--- config.mk ---
export PLATFORM = sky130hd
export DESIGN_NAME = ptsc_resid
export DESIGN_NICKNAME = d
export VERILOG_FILES = /design/src/hw/rtl/assert_macros.svh /design/src/hw/rtl/ptsc_pkg.sv /design/src/hw/rtl/ptsc_resid.sv
export SDC_FILE = /design/constraint.sdc
export NUM_CORES = 1
export LEC_CHECK = 0
export BUFFER_PORTS_ARGS = -buffer_cell sky130_fd_sc_hd__buf_4
export CAP_MARGIN = 20
export CORE_AREA = 2 2 131 133
export DETAILED_ROUTE_END_ITERATION = 10
export DIE_AREA = 0 0 133 135
export GPL_TIMING_DRIVEN = 0
export SLEW_MARGIN = 10
export SYNTH_ARGS = -nofsm -noshare
export SYNTH_HDL_FRONTEND = slang
export SYNTH_SLANG_ARGS = --single-unit
--- constraint.sdc ---
create_clock -name clk -period 6.4 [get_ports clk]
set_clock_uncertainty 0.1 [all_clocks]
set_input_delay 0.64 -clock clk [delete_from_list [all_inputs] [get_ports clk]]
set_output_delay 0.64 -clock clk [all_outputs]
set_load 0.005 [all_outputs]
--- src/hw/rtl/assert_macros.svh ---
// Assertion helpers for the RTL, included by ptsc_select.
// The block using them must have clk and rst_n in scope.
`ifndef ASSERT_MACROS_SVH
`define ASSERT_MACROS_SVH

// Checked only while out of reset.
`define PTSC_ASSERT(lbl, prop, msg) \
    lbl: assert property (@(posedge clk) disable iff (!rst_n) prop) else $error(msg);

// Checked on every edge, reset included.
`define PTSC_ASSERT_ALWAYS(lbl, prop, msg) \
    lbl: assert property (@(posedge clk) prop) else $error(msg);

`endif

--- src/hw/rtl/ptsc_pkg.sv ---
package ptsc_pkg;

    localparam int NS_W    = 31;   // request time fields
    localparam int PQ_W    = 22;   // ns / 1000 quotient
    localparam int PR_W    = 11;   // uncorrected remainder, < 2000
    localparam int CYC_W   = 23;   // timer cycles, 3 * ns / 1000
    localparam int SDUTY_W = 25;   // servo duty below saturation point
    localparam int SR_W    = 10;   // uncorrected servo remainder, < 610
    localparam int CNT_W   = 16;

    // Servo mode
    localparam logic [NS_W-1:0]    SERVO_PERIOD_NS = 31'd20000000;
    localparam logic [NS_W-1:0]    SERVO_SAT_NS    = 31'd19988480;  // 65536 * 305
    localparam logic [SR_W-1:0]    SERVO_NS_CNT    = 10'd305;
    localparam logic [CNT_W-1:0]   COUNT_MAX       = 16'hFFFF;

    // Reciprocals: floor(2^41 / 1000) and floor(2^33 / 305); estimate is q or q-1
    localparam logic [31:0]        RECIP_1000      = 32'd2199023255;
    localparam int                 RECIP_1000_SH   = 41;
    localparam logic [SDUTY_W-1:0] RECIP_305       = 25'd28163719;
    localparam int                 RECIP_305_SH    = 33;
    localparam logic [PR_W-1:0]    NS_PER_GROUP    = 11'd1000;
    localparam logic [PR_W+1:0]    ONE_GROUP       = 13'd1000;
    localparam logic [PR_W+1:0]    TWO_GROUPS      = 13'd2000;

    localparam logic [CYC_W-1:0]   SCALED_LIMIT    = 23'd255;
    localparam int                 NUM_PRESC       = 8;

    // Prescalers 1,2,4,8,16,64,256,1024 as shifts
    localparam logic [3:0] PRESC_SHIFT [NUM_PRESC] =
        '{4'd0, 4'd1, 4'd2, 4'd3, 4'd4, 4'd6, 4'd8, 4'd10};

    typedef enum logic [1:0] {
        STATUS_OK        = 2'd0,
        STATUS_TOO_SHORT = 2'd1,
        STATUS_TOO_LONG  = 2'd2
    } status_t;

    typedef struct packed {
        logic [NS_W-1:0] duty_time_ns;
        logic [NS_W-1:0] period_time_ns;
    } req_t;

    typedef struct packed {
        logic              servo;
        logic              sat;
        logic [NS_W-1:0]   duty;
        logic [NS_W-1:0]   period;
        logic [62:0]       pprod;
        logic [62:0]       dprod;
        logic [49:0]       sprod;
    } s1_t;

    typedef struct packed {
        logic              servo;
        logic              sat;
        logic [PQ_W-1:0]   pq;
        logic [PR_W-1:0]   pr;
        logic [PQ_W-1:0]   dq;
        logic [PR_W-1:0]   dr;
        logic [CNT_W-1:0]  sq;
        logic [SR_W-1:0]   sr;
    } s2_t;

    typedef struct packed {
        logic              servo;
        logic [CYC_W-1:0]  pcyc;
        logic [CYC_W-1:0]  dcyc;
        logic [CNT_W-1:0]  scount;
    } s3_t;

    typedef struct packed {
        logic              servo_mode;
        logic [2:0]        presc_idx;
        logic [7:0]        period_count;
        logic [CNT_W-1:0]  duty_count;
        status_t           status;
    } res_t;

endpackage

--- src/hw/rtl/ptsc_resid.sv ---
// Stage 2: quotient estimates and their remainders.
module ptsc_resid (
    input  logic          clk,
    input  logic          rst_n,
    input  logic          in_valid,
    output logic          in_ready,
    input  ptsc_pkg::s1_t in_data,
    output logic          out_valid,
    input  logic          out_ready,
    output ptsc_pkg::s2_t out_data
);

    logic          valid_reg;
    ptsc_pkg::s2_t data_reg;
    ptsc_pkg::s2_t data_next;
    logic [ptsc_pkg::PQ_W-1:0]  pq;
    logic [ptsc_pkg::PQ_W-1:0]  dq;
    logic [ptsc_pkg::CNT_W-1:0] sq;

    assign in_ready = !valid_reg || out_ready;

    always_comb
    begin
        pq = in_data.pprod[62:ptsc_pkg::RECIP_1000_SH];
        dq = in_data.dprod[62:ptsc_pkg::RECIP_1000_SH];
        // only meaningful below the saturation point, where it fits 16 bits
        sq = in_data.sprod[ptsc_pkg::RECIP_305_SH+ptsc_pkg::CNT_W-1:ptsc_pkg::RECIP_305_SH];
        data_next.servo = in_data.servo;
        data_next.sat   = in_data.sat;
        data_next.pq    = pq;
        data_next.dq    = dq;
        data_next.sq    = sq;
        data_next.pr    = ptsc_pkg::PR_W'(32'(in_data.period)
                          - 32'(pq) * 32'(ptsc_pkg::NS_PER_GROUP));
        data_next.dr    = ptsc_pkg::PR_W'(32'(in_data.duty)
                          - 32'(dq) * 32'(ptsc_pkg::NS_PER_GROUP));
        data_next.sr    = ptsc_pkg::SR_W'(
                          ptsc_pkg::SDUTY_W'(in_data.duty[ptsc_pkg::SDUTY_W-1:0])
                          - ptsc_pkg::SDUTY_W'(sq) * ptsc_pkg::SDUTY_W'(ptsc_pkg::SERVO_NS_CNT));
    end

    always_ff @(posedge clk or negedge rst_n)
    begin
        if (!rst_n)
            valid_reg <= 1'b0;
        else if (in_ready)
            valid_reg <= in_valid;
    end

    always_ff @(posedge clk)
    begin
        if (in_valid && in_ready)
            data_reg <= data_next;
    end

    assign out_valid = valid_reg;
    assign out_data  = data_reg;

endmodule

== After elaboration in Yosys (flattened, before gate mapping) ==
Index checks and enable logic that the tools add are counted.
Word-level totals
  register bits: 95
  bits of input ports: 244
  logic and storage cells: 18
Cells by class
  $add $sub $neg: 3
  $mul: 3
  reductions and logical operators: 3
Operator list (count)
  22-bit by 7-bit multiplier with 8-bit output, second input constant: 2
  11-bit subtractor: 2
  16-bit by 9-bit multiplier with 10-bit output, second input constant: 1
  10-bit subtractor: 1
  1-bit logical AND: 1
  1-bit zero test: 1
  1-bit logical OR: 1

== Logic depth before layout (Yosys ltp) ==
Gate-level depths: netlist of run 1.
  word-level depth: 3
  gate-level depth with buffers: 14

== Least setup slack after synthesis of run 1 ==
No wires, ideal clock.
  path type: input -> register
  from: in in_data[91] in the netlist's numbering
  to: reg data_reg, in the netlist out_data[36] (data pin)
  setup time: 0.260 ns
  arrival: 3.928 ns
  required time: 6.040 ns
  path slack: 2.112 ns
  stages: 14
  path through: fa_1 inv_1 fa_1 inv_1 fa_1 inv_1 fa_1 inv_1 ha_1 xor2_1 ha_1 a21oi_1 a21oi_1 xnor2_1
RTL lines
  start: declaration: line ptsc_resid.sv:7  | input ptsc_pkg::s1_t in_data,
  end signal: assignment: line ptsc_resid.sv:53  | data_reg <= data_next;
  end: declaration: line ptsc_resid.sv:14  | ptsc_pkg::s2_t data_reg;

==> results of run 1 <==
## what timing repair did
action	CTS	global route
setup buffers	0	0
endpoints found under the hold margin	1	0
hold buffers	1	0
## power groups by stage
| stage | clock network, uW | logic (uW) | registers (uW) |
|---|---|---|---|
| after floorplan | 0 | 576 | 854 |
| after global placement | 0 | 868 | 848 |
| after detailed placement | 0 | 885 | 842 |
| after CTS | 602 | 895 | 832 |
| after global routing | 622 | 985 | 839 |
| final | 579 | 874 | 831 |
## sequential cells by signal (all words and copies together) (netlist names)
| register | count |
|---|---|
| out_data | 94 |
| out_valid | 1 |
## how the worst max path moves through the flow
stage	startpoint	endpoint	slack [ps]	depth (start not counted)
after detailed placement	in_data[154]	out_data[69]	1750	15
final	in_data[154]	out_data[69]	2130	15
after floorplan	in_data[91]	out_data[36]	2110	14
after global placement	out_ready	out_data[43]	1690	3
after global routing	in_data[154]	out_data[69]	1990	15
after CTS	in_data[154]	out_data[69]	2130	15
## layout by cell type, fill, tap and decap left out, types with 2 or more instances in the layout
cell	synthesis	routed
sky130_fd_sc_hd__inv_8	0	3
sky130_fd_sc_hd__buf_4	0	183
sky130_fd_sc_hd__clkbuf_16	0	9
sky130_fd_sc_hd__edfxtp_1	94	94
sky130_fd_sc_hd__xor2_1	11	11
sky130_fd_sc_hd__nand2_2	2	2
sky130_fd_sc_hd__nand2_1	4	4
sky130_fd_sc_hd__inv_1	63	63
sky130_fd_sc_hd__a21oi_1	16	16
sky130_fd_sc_hd__nor2_1	2	2
sky130_fd_sc_hd__nor3_1	2	2
sky130_fd_sc_hd__a2bb2oi_1	2	2
sky130_fd_sc_hd__o21bai_1	2	2
sky130_fd_sc_hd__o21ai_0	4	4
sky130_fd_sc_hd__xnor2_1	48	48
sky130_fd_sc_hd__ha_1	69	69
sky130_fd_sc_hd__fa_1	23	23
sky130_fd_sc_hd__a21o_1	9	9
sky130_fd_sc_hd__or2_2	3	3
sky130_fd_sc_hd__nand2b_1	5	5
sky130_fd_sc_hd__nor2b_1	4	4
## cell families after synthesis
| kind of cell | count (synthesis) | synth area share |
|---|---|---|
| muxes | 1 | 0.00282 |
| adders and majority gates | 92 | 0.249 |
| AOI/OAI and AO/OA | 37 | 0.0463 |
| and+or+nand+nor | 25 | 0.0263 |
| xor gates and xnor gates | 59 | 0.0970 |
| DFF | 95 | 0.535 |
| buffers and inverters | 63 | 0.0444 |
## per-layer routing
layer,routed length [um],vias to the layer above,track usage
li1,-,1662,-
met1,6010,1624,0.199
met2,5840,121,0.224
met3,905,10,0.0462
met4,170,0,0.0376
met5,0,-,0
## cell type report
type / instances / area (um^2)
Multi-Input combinational cell: 214 / 2240
Inverter: 63 / 236
Timing Repair Buffer: 185 / 1410
Fill cell: 1532 / 9070
Sequential cell: 95 / 2850
Tap cell: 220 / 275
Clock buffer: 9 / 225
Clock inverter: 7 / 97.6
## worst reg2reg max path, delay by kind of cell (launching register included)
kind / cells / cell delay, ps
simple gates: 2 / 770
buf+inv: 1 / 340
flops: 1 / 380
## through the flow
stage	std cells	hold WS [ps]	setup slack, ps	area, um^2
floorplan	372	244	2110	5330
global placement	775	316	1690	6980
detailed placement	776	317	1750	7010
CTS	793	345	2130	7340
global route	793	333	1990	7340
finish	793	361	2130	7340
==> impl_metrics.xml, run 1 <==
<?xml version="1.0" encoding="UTF-8"?>
<metrics>
  <group name="floorplan">
    <metric name="ioPinCount" unit="">340</metric>
    <metric name="fp.coreArea" unit="um^2">16400</metric>
    <metric name="fp-row-count" unit="">47</metric>
    <metric name="die_area" unit="um^2">18000</metric>
    <metric name="die-width" unit="um">133</metric>
    <metric name="start_util" unit="">0.325</metric>
    <metric name="die_height" unit="um">135</metric>
  </group>
  <group name="grt">
    <metric name="grt_util_all_layers" unit="">0.145</metric>
    <metric name="global_route_wire_length_before_repair" unit="mm">19.5</metric>
    <metric name="number_of_antenna_violations_at_the_first_check_in_global_routing" unit="">0</metric>
    <metric name="grt_max_degree" unit="">59</metric>
    <metric name="grt-ovfl-total" unit="">0</metric>
    <metric name="via_count_of_the_first_global_routing_pass" unit="">3558</metric>
  </group>
  <group name="detailed_routing">
    <metric name="postRouteWirelength" unit="mm">12.9</metric>
    <metric name="ratio_of_routed_vias_to_standard_cells" unit="">4.31</metric>
    <metric name="wl_per_cell" unit="um">16.3</metric>
    <metric name="count_of_tritonroute_iterations_in_the_first_routing_pass" unit="">4</metric>
    <metric name="dr_total_vias" unit="">3417</metric>
    <metric name="drtIter0Drc" unit="">129</metric>
    <metric name="drcViolationCount" unit="">0</metric>
    <metric name="ant_nets" unit="">0</metric>
  </group>
  <group name="timing">
    <metric name="max_clock_freq" unit="MHz">234</metric>
    <metric name="rsz0062_at_grt" unit="">no</metric>
    <metric name="finalCriticalPeriod" unit="ps">4270</metric>
    <metric name="min_period_over_period" unit="">0.667</metric>
    <metric name="tightest_slew" unit="ps">549</metric>
    <metric name="totalNegativeSetupSlack" unit="ps">0</metric>
    <metric name="maxSlewHeadroom" unit="">0.634</metric>
    <metric name="finalSetupViolations" unit="">0</metric>
    <metric name="hold_viol" unit="">0</metric>
    <metric name="report.final.slew_viol_count" unit="">0</metric>
  </group>
  <group name="power_and_ir_drop">
    <metric name="power.share.sequential" unit="">0.364</metric>
    <metric name="power_leakage" unit="uW">0.00332</metric>
    <metric name="sw_frac_of_total" unit="">0.308</metric>
    <metric name="tot_pwr" unit="uW">2280</metric>
    <metric name="netSwitchingPower" unit="uW">703</metric>
    <metric name="cellInternalPower" unit="uW">1580</metric>
    <metric name="clkPwrFrac" unit="">0.254</metric>
    <metric name="irDropWorstVdd" unit="mV">0.207</metric>
    <metric name="pwr-share-comb" unit="">0.383</metric>
    <metric name="power_per_cell_area" unit="nW/um^2">311</metric>
  </group>
  <group name="worst_setup_path">
    <metric name="critical_path.slowest_cell" unit="">sky130_fd_sc_hd__fa_1</metric>
    <metric name="timing.setup.critical_path_class" unit="">input port to register</metric>
    <metric name="worstReg2RegEnd" unit="">out_data[77]</metric>
    <metric name="critical-path-max-stage-delay" unit="ps">560</metric>
    <metric name="worst-r2r-setup-slack" unit="ps">4440</metric>
    <metric name="critical_path_required" unit="ps">6400</metric>
    <metric name="critical_path.endpoint_type" unit="">register</metric>
    <metric name="critical_path.cell_chain" unit="">buf_4 &gt; fa_1 &gt; inv_1 &gt; fa_1 &gt; inv_1 &gt; fa_1 &gt; inv_1 &gt; fa_1 &gt; inv_1 &gt; ha_1 &gt; xor2_1 &gt; ha_1 &gt; a21oi_1 &gt; a21oi_1 &gt; xnor2_1</metric>
    <metric name="timing.critical_path.arrival" unit="ps">4270</metric>
    <metric name="crit_fanout" unit="">6</metric>
    <metric name="rr_startpoint" unit="">out_valid</metric>
    <metric name="r2r_cells" unit="">3</metric>
    <metric name="setup.worst_path.start_class" unit="">input port</metric>
    <metric name="critPathBufInv" unit="">5</metric>
    <metric name="timing.critical_path.max_delay_family" unit="">adder cells</metric>
  </group>
  <group name="worst_hold_path">
    <metric name="worst_hold_path.num_cells" unit="">1</metric>
    <metric name="min_delay_worst_endpoint" unit="">out_data[59]</metric>
    <metric name="worst_hold_startpoint" unit="">in_data[176]</metric>
    <metric name="hold_class" unit="">input port to register</metric>
  </group>
  <group name="cts">
    <metric name="cts.root.buffer_cell" unit="">sky130_fd_sc_hd__clkbuf_16</metric>
    <metric name="clkTransAtPathRegs" unit="ps">70</metric>
    <metric name="cts.sinks" unit="">95</metric>
    <metric name="cts_buffers" unit="">9</metric>
    <metric name="cts.htree.levels" unit="">3</metric>
    <metric name="post_cts_resized" unit="">0</metric>
    <metric name="cts_tree" unit="">done</metric>
    <metric name="clock_insertion_delay_worst_skew" unit="ps">350</metric>
    <metric name="clock_tree.buffer_depth" unit="">2</metric>
  </group>
  <group name="logic_synthesis">
    <metric name="synth_nets" unit="">708</metric>
    <metric name="netlist-cell-type-count" unit="">26</metric>
    <metric name="postSynthCellCount" unit="">372</metric>
    <metric name="yosysTopAreaCell" unit="">sky130_fd_sc_hd__edfxtp_1</metric>
    <metric name="synth.most_common_cell" unit="">sky130_fd_sc_hd__edfxtp_1</metric>
    <metric name="sequential_element_share_of_the_synthesized_area" unit="">0.535</metric>
    <metric name="synth-async-reset-ratio" unit="">0.0105</metric>
    <metric name="top_cells_by_area_synth" unit="">sky130_fd_sc_hd__edfxtp_1, sky130_fd_sc_hd__ha_1, sky130_fd_sc_hd__fa_1, sky130_fd_sc_hd__xnor2_1, sky130_fd_sc_hd__inv_1</metric>
    <metric name="synth.avg_cell_area" unit="um^2">14.3</metric>
    <metric name="synth_enable_flop_cells" unit="">94</metric>
    <metric name="post-synth-top-area-fraction" unit="">0.530</metric>
    <metric name="synth.yosys.warnings" unit="">0</metric>
    <metric name="netlist_area" unit="um^2">5330</metric>
    <metric name="synth.top_cells.by_count" unit="">sky130_fd_sc_hd__edfxtp_1, sky130_fd_sc_hd__ha_1, sky130_fd_sc_hd__inv_1</metric>
    <metric name="synth-seq-cells" unit="">95</metric>
    <metric name="synthFlopType" unit="">sky130_fd_sc_hd__edfxtp_1</metric>
  </group>
  <group name="final_layout">
    <metric name="diodes" unit="">0</metric>
    <metric name="nNetsFinal" unit="">904</metric>
    <metric name="area_growth_syn_to_layout" unit="%">37.8</metric>
    <metric name="final_core_util" unit="">0.447</metric>
    <metric name="drive_gt1_frac" unit="">0.366</metric>
  </group>
  <group name="place">
    <metric name="gp_routability_congestion" unit="">0.789</metric>
    <metric name="detailedPlacementHpwl" unit="mm">10.5</metric>
    <metric name="port_buffers" unit="">183</metric>
  </group>
  <group name="outcome">
    <metric name="result_of_the_run" unit="">completed</metric>
  </group>
  <group name="job">
    <metric name="max-cap-violations" unit="">0</metric>
  </group>
</metrics>
(Power assumes the default switching activity.)
==> run 2: changes to the inputs <==
--- a/config.mk
+++ b/config.mk
@@ -7,9 +7,9 @@
 export LEC_CHECK = 0
 export BUFFER_PORTS_ARGS = -buffer_cell sky130_fd_sc_hd__buf_4
 export CAP_MARGIN = 20
-export CORE_AREA = 2 2 131 133
+export CORE_AREA = 2 2 133 135
 export DETAILED_ROUTE_END_ITERATION = 10
-export DIE_AREA = 0 0 133 135
+export DIE_AREA = 0 0 135 137
 export GPL_TIMING_DRIVEN = 0
 export SLEW_MARGIN = 10
 export SYNTH_ARGS = -nofsm -noshare
==> constraint.sdc (replaced) <==
create_clock -name clk -period 3.96 [get_ports clk]
set_clock_uncertainty 0.1 [all_clocks]
set_input_delay 0.396 -clock clk [delete_from_list [all_inputs] [get_ports clk]]
set_output_delay 0.396 -clock clk [all_outputs]
set_load 0.005 [all_outputs]
==> run 2 against run 1 <==
Effect of this change:
- power is 62% higher
- final area increased by 0.26%
- setup slack got worse by 2000 ps
- die area is 3.0% higher
- wire length shrank 0.49%
- flip-flop and latch count is the same
==> impl_metrics.xml, run 2 (synthesized netlist as in run 1, its figures left out) <==
<?xml version="1.0" encoding="UTF-8"?>
<metrics>
  <group name="outcome">
    <metric name="result_of_the_run" unit="">completed</metric>
  </group>
  <group name="detailed_routing">
    <metric name="dr_total_vias" unit="">3486</metric>
    <metric name="ant_nets" unit="">0</metric>
    <metric name="wl_per_cell" unit="um">16.1</metric>
    <metric name="ratio_of_routed_vias_to_standard_cells" unit="">4.36</metric>
    <metric name="drtIter0Drc" unit="">103</metric>
    <metric name="drcViolationCount" unit="">0</metric>
    <metric name="postRouteWirelength" unit="mm">12.9</metric>
    <metric name="count_of_tritonroute_iterations_in_the_first_routing_pass" unit="">5</metric>
  </group>
  <group name="timing">
    <metric name="tightest_slew" unit="ps">671</metric>
    <metric name="report.final.slew_viol_count" unit="">0</metric>
    <metric name="min_period_over_period" unit="">0.972</metric>
    <metric name="max_clock_freq" unit="MHz">260</metric>
    <metric name="finalSetupViolations" unit="">0</metric>
    <metric name="maxSlewHeadroom" unit="">0.553</metric>
    <metric name="hold_viol" unit="">0</metric>
    <metric name="finalCriticalPeriod" unit="ps">3850</metric>
    <metric name="rsz0062_at_grt" unit="">no</metric>
  </group>
  <group name="power_and_ir_drop">
    <metric name="pwr-share-comb" unit="">0.405</metric>
    <metric name="power_per_cell_area" unit="nW/um^2">504</metric>
    <metric name="power.share.sequential" unit="">0.362</metric>
    <metric name="clkPwrFrac" unit="">0.233</metric>
    <metric name="sw_frac_of_total" unit="">0.315</metric>
    <metric name="cellInternalPower" unit="uW">2540</metric>
    <metric name="netSwitchingPower" unit="uW">1170</metric>
    <metric name="irDropWorstVdd" unit="mV">0.352</metric>
    <metric name="power_leakage" unit="uW">0.00331</metric>
  </group>
  <group name="grt">
    <metric name="grt_max_degree" unit="">49</metric>
    <metric name="via_count_of_the_first_global_routing_pass" unit="">3503</metric>
    <metric name="global_route_wire_length_before_repair" unit="mm">18.8</metric>
    <metric name="number_of_antenna_violations_at_the_first_check_in_global_routing" unit="">0</metric>
    <metric name="grt_util_all_layers" unit="">0.138</metric>
    <metric name="grt-ovfl-total" unit="">0</metric>
  </group>
  <group name="final_layout">
    <metric name="layout.cells.most_common_list" unit="">sky130_fd_sc_hd__buf_4, sky130_fd_sc_hd__edfxtp_1, sky130_fd_sc_hd__ha_1</metric>
    <metric name="layout_commonest_cell" unit="">sky130_fd_sc_hd__buf_4</metric>
    <metric name="final_area" unit="um^2">7360</metric>
    <metric name="drive_gt1_frac" unit="">0.381</metric>
    <metric name="final_core_util" unit="">0.431</metric>
    <metric name="area_growth_syn_to_layout" unit="%">38.1</metric>
    <metric name="diodes" unit="">0</metric>
    <metric name="largest_register_ff_count" unit="">94</metric>
    <metric name="nNetsFinal" unit="">906</metric>
    <metric name="num-fill-cells" unit="">1630</metric>
  </group>
  <group name="worst_hold_path">
    <metric name="hold_class" unit="">input port to register</metric>
  </group>
  <group name="floorplan">
    <metric name="die_height" unit="um">137</metric>
    <metric name="die_area" unit="um^2">18500</metric>
    <metric name="die-width" unit="um">135</metric>
    <metric name="fp.coreArea" unit="um^2">17100</metric>
    <metric name="start_util" unit="">0.312</metric>
    <metric name="ioPinCount" unit="">340</metric>
    <metric name="fp-row-count" unit="">48</metric>
  </group>
  <group name="place">
    <metric name="port_buffers" unit="">183</metric>
    <metric name="detailedPlacementHpwl" unit="mm">10.3</metric>
    <metric name="cell_area_reported_after_detailed_placement" unit="um^2">7030</metric>
    <metric name="gp_routability_congestion" unit="">0.771</metric>
  </group>
  <group name="job">
    <metric name="max-cap-violations" unit="">0</metric>
  </group>
  <group name="cts">
    <metric name="cts_buffers" unit="">9</metric>
    <metric name="cts.root.buffer_cell" unit="">sky130_fd_sc_hd__clkbuf_16</metric>
    <metric name="cts.htree.levels" unit="">3</metric>
    <metric name="clkTransAtPathRegs" unit="ps">70</metric>
    <metric name="clock_tree.buffer_depth" unit="">2</metric>
    <metric name="cts.sinks" unit="">95</metric>
    <metric name="cts_tree" unit="">done</metric>
    <metric name="clock_insertion_delay_worst_skew" unit="ps">340</metric>
  </group>
  <group name="worst_setup_path">
    <metric name="critical_path_required" unit="ps">3950</metric>
    <metric name="critical_path.endpoint_type" unit="">register</metric>
    <metric name="setup.worst_path.start_class" unit="">input port</metric>
    <metric name="timing.setup.critical_path_class" unit="">input port to register</metric>
    <metric name="crit_fanout" unit="">5</metric>
    <metric name="critical-path-max-stage-delay" unit="ps">570</metric>
    <metric name="critical_path.slowest_cell" unit="">sky130_fd_sc_hd__fa_1</metric>
    <metric name="critical_path.cell_chain" unit="">buf_4 &gt; fa_1 &gt; inv_1 &gt; fa_1 &gt; inv_1 &gt; fa_1 &gt; inv_1 &gt; fa_1 &gt; inv_2 &gt; ha_4 &gt; xor2_1 &gt; ha_1 &gt; a21oi_1 &gt; a21oi_1 &gt; xnor2_1</metric>
    <metric name="timing.critical_path.arrival" unit="ps">3840</metric>
    <metric name="most_numerous_cell_on_the_critical_path" unit="">sky130_fd_sc_hd__fa_1</metric>
  </group>
</metrics>
[run 2: layout make-up]
class	count	area, um^2	area share
Clock buffer	9	225	0.0306
Clock inverter	7	73.8	0.0100
Inverter	63	236	0.0321
Multi-Input combinational cell	214	2270	0.309
Sequential cell	95	2850	0.387
Tap cell	225	282	0.0383
Timing Repair Buffer	187	1420	0.193
[run 2: final timing paths]
check | startpoint | endpoint | slack, ps | cells past startpoint
max reg2reg | out_valid | out_data[87] | 1900 | 3
min reg2reg | out_valid | out_valid | 630 | 2
min in group asynchronous | rst_n | out_valid | 270 | 2
max | in_data[93] | out_data[36] | 110 | 15
min | in_data[47] | out_data[24] | 120 | 1
max in group asynchronous | rst_n | out_valid | 3410 | 2
[run 2: stage by stage]
step,TNS [ps],setup WS [ps],hold slack [ps],power [uW],cells
finish,0,109,119,3710,800
global route,0,1.36,94.2,3980,800
CTS,0,52.5,101,3720,798
detailed placement,-693,-313,73.5,2810,781
global placement,-47570,-507,71.8,2800,780
floorplan,0,20.6,0.409,2340,372
[run 2: power groups by stage]
stage | registers, uW | clock network, uW | logic, uW
after floorplan | 1380 | 0 | 956
after global placement | 1370 | 0 | 1430
after detailed placement | 1360 | 0 | 1450
after CTS | 1350 | 899 | 1480
after global routing | 1360 | 941 | 1680
final | 1340 | 865 | 1500
[run 2: repair_timing]
item,4_1_cts,5_1_grt
hold buffers,1,0
buffers inserted,0,2
resized for setup,0,3
endpoints found under the setup margin,0,2
hold endpoints to repair,1,0
[run 2: metal layers]
layer | up-vias | global-route usage | wire, um
met5 | - | 0 | 0
met4 | 0 | 0.0399 | 132
met3 | 6 | 0.0585 | 1220
met2 | 132 | 0.197 | 5510
met1 | 1680 | 0.191 | 5990
li1 | 1668 | - | -
[run 2: critical path, delay by kind of cell]
family | cells | cell delay (ps)
adder cells (fa/ha/maj) | 6 | 2570
AO/OA/AOI/OAI | 2 | 210
XOR/XNOR | 2 | 300
buffers and inverters | 5 | 360
==> run 3: changes to the inputs <==
--- a/config.mk
+++ b/config.mk
@@ -5,7 +5,7 @@
 export SDC_FILE = /design/constraint.sdc
 export NUM_CORES = 1
 export LEC_CHECK = 0
-export BUFFER_PORTS_ARGS = -buffer_cell sky130_fd_sc_hd__buf_4
+export BUFFER_PORTS_ARGS = -buffer_cell sky130_fd_sc_hd__buf_2
 export CAP_MARGIN = 20
 export CORE_AREA = 2 2 133 135
 export DETAILED_ROUTE_END_ITERATION = 10
==> run 3 against run 2 <==
Effect of this change:
- final cell count shrank 0.13%
- final area shrank 5.5%
- fmax shrank 0.76%
- setup slack lost 30 ps
- critical path type unchanged
- critical endpoint unchanged
==> impl_metrics.xml, run 3 (synthesized netlist as in run 1, its figures left out) <==
<?xml version="1.0" encoding="UTF-8"?>
<metrics>
  <group name="outcome">
    <metric name="result_of_the_run" unit="">completed</metric>
  </group>
  <group name="place">
    <metric name="detailedPlacementHpwl" unit="mm">10.3</metric>
    <metric name="gp_routability_congestion" unit="">0.769</metric>
    <metric name="numPlacedInstances" unit="">781</metric>
    <metric name="pre_cts_ws" unit="ps">-326</metric>
    <metric name="port_buffers" unit="">183</metric>
  </group>
  <group name="floorplan">
    <metric name="die_height" unit="um">137</metric>
    <metric name="fp.coreArea" unit="um^2">17100</metric>
    <metric name="die_area" unit="um^2">18500</metric>
    <metric name="die-width" unit="um">135</metric>
    <metric name="fp-row-count" unit="">48</metric>
    <metric name="ioPinCount" unit="">340</metric>
    <metric name="start_util" unit="">0.312</metric>
  </group>
  <group name="timing">
    <metric name="maxSlewHeadroom" unit="">0.584</metric>
    <metric name="tightest_slew" unit="ps">624</metric>
    <metric name="hold_viol" unit="">0</metric>
    <metric name="report.final.slew_viol_count" unit="">0</metric>
    <metric name="finalSetupViolations" unit="">0</metric>
    <metric name="finalCriticalPeriod" unit="ps">3880</metric>
    <metric name="max_clock_freq" unit="MHz">258</metric>
    <metric name="holdWs" unit="ps">117</metric>
    <metric name="setup_ws" unit="ps">79.4</metric>
    <metric name="min_period_over_period" unit="">0.980</metric>
  </group>
  <group name="grt">
    <metric name="grt-ovfl-total" unit="">0</metric>
    <metric name="grt_max_degree" unit="">52</metric>
    <metric name="via_count_of_the_first_global_routing_pass" unit="">3595</metric>
    <metric name="number_of_antenna_violations_at_the_first_check_in_global_routing" unit="">0</metric>
    <metric name="global_route_wire_length_before_repair" unit="mm">18.8</metric>
    <metric name="grt_util_all_layers" unit="">0.138</metric>
  </group>
  <group name="detailed_routing">
    <metric name="dr_total_vias" unit="">3411</metric>
    <metric name="count_of_tritonroute_iterations_in_the_first_routing_pass" unit="">4</metric>
    <metric name="wl_per_cell" unit="um">15.9</metric>
    <metric name="ratio_of_routed_vias_to_standard_cells" unit="">4.27</metric>
    <metric name="drcViolationCount" unit="">0</metric>
    <metric name="postRouteWirelength" unit="mm">12.7</metric>
    <metric name="drtIter0Drc" unit="">123</metric>
    <metric name="ant_nets" unit="">0</metric>
  </group>
  <group name="worst_setup_path">
    <metric name="critical_path.endpoint_type" unit="">register</metric>
    <metric name="timing.setup.critical_path_class" unit="">input port to register</metric>
    <metric name="timing.critical_path.arrival" unit="ps">3880</metric>
    <metric name="setup.worst_path.start_class" unit="">input port</metric>
    <metric name="critical_path.cell_chain" unit="">buf_4 &gt; fa_1 &gt; inv_1 &gt; fa_1 &gt; inv_1 &gt; fa_1 &gt; inv_1 &gt; fa_1 &gt; inv_2 &gt; ha_4 &gt; xor2_2 &gt; ha_1 &gt; a21oi_1 &gt; a21oi_1 &gt; xnor2_1</metric>
    <metric name="most_numerous_cell_on_the_critical_path" unit="">sky130_fd_sc_hd__fa_1</metric>
    <metric name="crit_fanout" unit="">6</metric>
    <metric name="rr_startpoint" unit="">out_valid</metric>
    <metric name="critical_path_required" unit="ps">3960</metric>
    <metric name="critical_path.slowest_cell" unit="">sky130_fd_sc_hd__fa_1</metric>
    <metric name="critical-path-max-stage-delay" unit="ps">580</metric>
    <metric name="critPathBufInv" unit="">5</metric>
    <metric name="timing.critical_path.max_delay_family" unit="">adder cells</metric>
    <metric name="crit_start" unit="">in_data[91]</metric>
  </group>
  <group name="final_layout">
    <metric name="layoutNonFillerInstCount" unit="">799</metric>
    <metric name="layout.cells.most_common_list" unit="">sky130_fd_sc_hd__buf_2, sky130_fd_sc_hd__edfxtp_1, sky130_fd_sc_hd__ha_1</metric>
    <metric name="diodes" unit="">0</metric>
    <metric name="area_growth_syn_to_layout" unit="%">30.5</metric>
    <metric name="num-fill-cells" unit="">1639</metric>
    <metric name="largest_register_ff_count" unit="">94</metric>
    <metric name="layout_commonest_cell" unit="">sky130_fd_sc_hd__buf_2</metric>
    <metric name="nNetsFinal" unit="">905</metric>
    <metric name="final_core_util" unit="">0.407</metric>
    <metric name="drive_gt1_frac" unit="">0.385</metric>
  </group>
  <group name="worst_hold_path">
    <metric name="hold_class" unit="">input port to register</metric>
    <metric name="worst_hold_startpoint" unit="">in_data[176]</metric>
  </group>
  <group name="cts">
    <metric name="clock_tree.buffer_depth" unit="">2</metric>
    <metric name="cts.root.buffer_cell" unit="">sky130_fd_sc_hd__clkbuf_16</metric>
    <metric name="clock_insertion_delay_worst_skew" unit="ps">340</metric>
    <metric name="cts.sinks" unit="">95</metric>
    <metric name="cts_tree" unit="">done</metric>
    <metric name="cts_buffers" unit="">9</metric>
    <metric name="cts.htree.levels" unit="">3</metric>
    <metric name="clkTransAtPathRegs" unit="ps">80</metric>
  </group>
  <group name="power_and_ir_drop">
    <metric name="sw_frac_of_total" unit="">0.323</metric>
    <metric name="power_leakage" unit="uW">0.00316</metric>
    <metric name="power.share.sequential" unit="">0.366</metric>
    <metric name="pwr-share-comb" unit="">0.393</metric>
    <metric name="power_per_cell_area" unit="nW/um^2">525</metric>
    <metric name="netSwitchingPower" unit="uW">1180</metric>
    <metric name="irDropWorstVdd" unit="mV">0.328</metric>
    <metric name="clkPwrFrac" unit="">0.240</metric>
    <metric name="cellInternalPower" unit="uW">2470</metric>
  </group>
  <group name="job">
    <metric name="max-cap-violations" unit="">0</metric>
  </group>
</metrics>
run 3: path summary, 6_finish.rpt:
kind	to	slack (ps)	cells past startpoint
min in group asynchronous	out_valid	250	2
max reg2reg	out_data[88]	1970	3
max in group asynchronous	out_valid	3420	2
min reg2reg	out_valid	600	2
max	out_data[36]	80	15
min	out_data[59]	120	1
run 3: power groups by stage:
| stage | logic (uW) | registers [uW] | clock network (uW) |
|---|---|---|---|
| finish | 1440 | 1340 | 878 |
| floorplan | 956 | 1380 | 0 |
| CTS | 1390 | 1340 | 916 |
| global placement | 1340 | 1360 | 0 |
| detailed placement | 1370 | 1360 | 0 |
| global route | 1610 | 1350 | 946 |
run 3: repair_timing:
item                       4_1_cts  5_1_grt
hold endpoints to repair         1        0
buffers inserted                 0        1
setup endpoints to repair        0        2
hold buffers                     1        0
gates resized for setup          0        8
run 3: cell type report:
type / instances / area [um^2] / share of cell area
clock buffers: 9 / 225 / 0.0324
clock inverters: 7 / 86.3 / 0.0124
inverters: 63 / 236 / 0.0340
multi-input cells: 214 / 2310 / 0.332
flip-flops and latches: 95 / 2850 / 0.410
well taps: 225 / 282 / 0.0405
repair buffers: 186 / 963 / 0.139
run 3: through the flow:
step / TNS (ps) / total power, uW / area (um^2)
floorplan: 0 / 2340 / 5350
global placement: -41520 / 2710 / 6550
finish: 0 / 3650 / 6950
global route: -2.66 / 3910 / 6950
detailed placement: -782 / 2720 / 6580
CTS: 0 / 3650 / 6900
run 3: routing by layer:
layer,wire (um),share of wire,vias up,GRT usage
met3,1050,0.083,11,0.0504
met4,157,0.012,0,0.0417
met5,0,0,-,0
met1,5980,0.47,1598,0.189
met2,5510,0.43,133,0.206
li1,-,-,1669,-
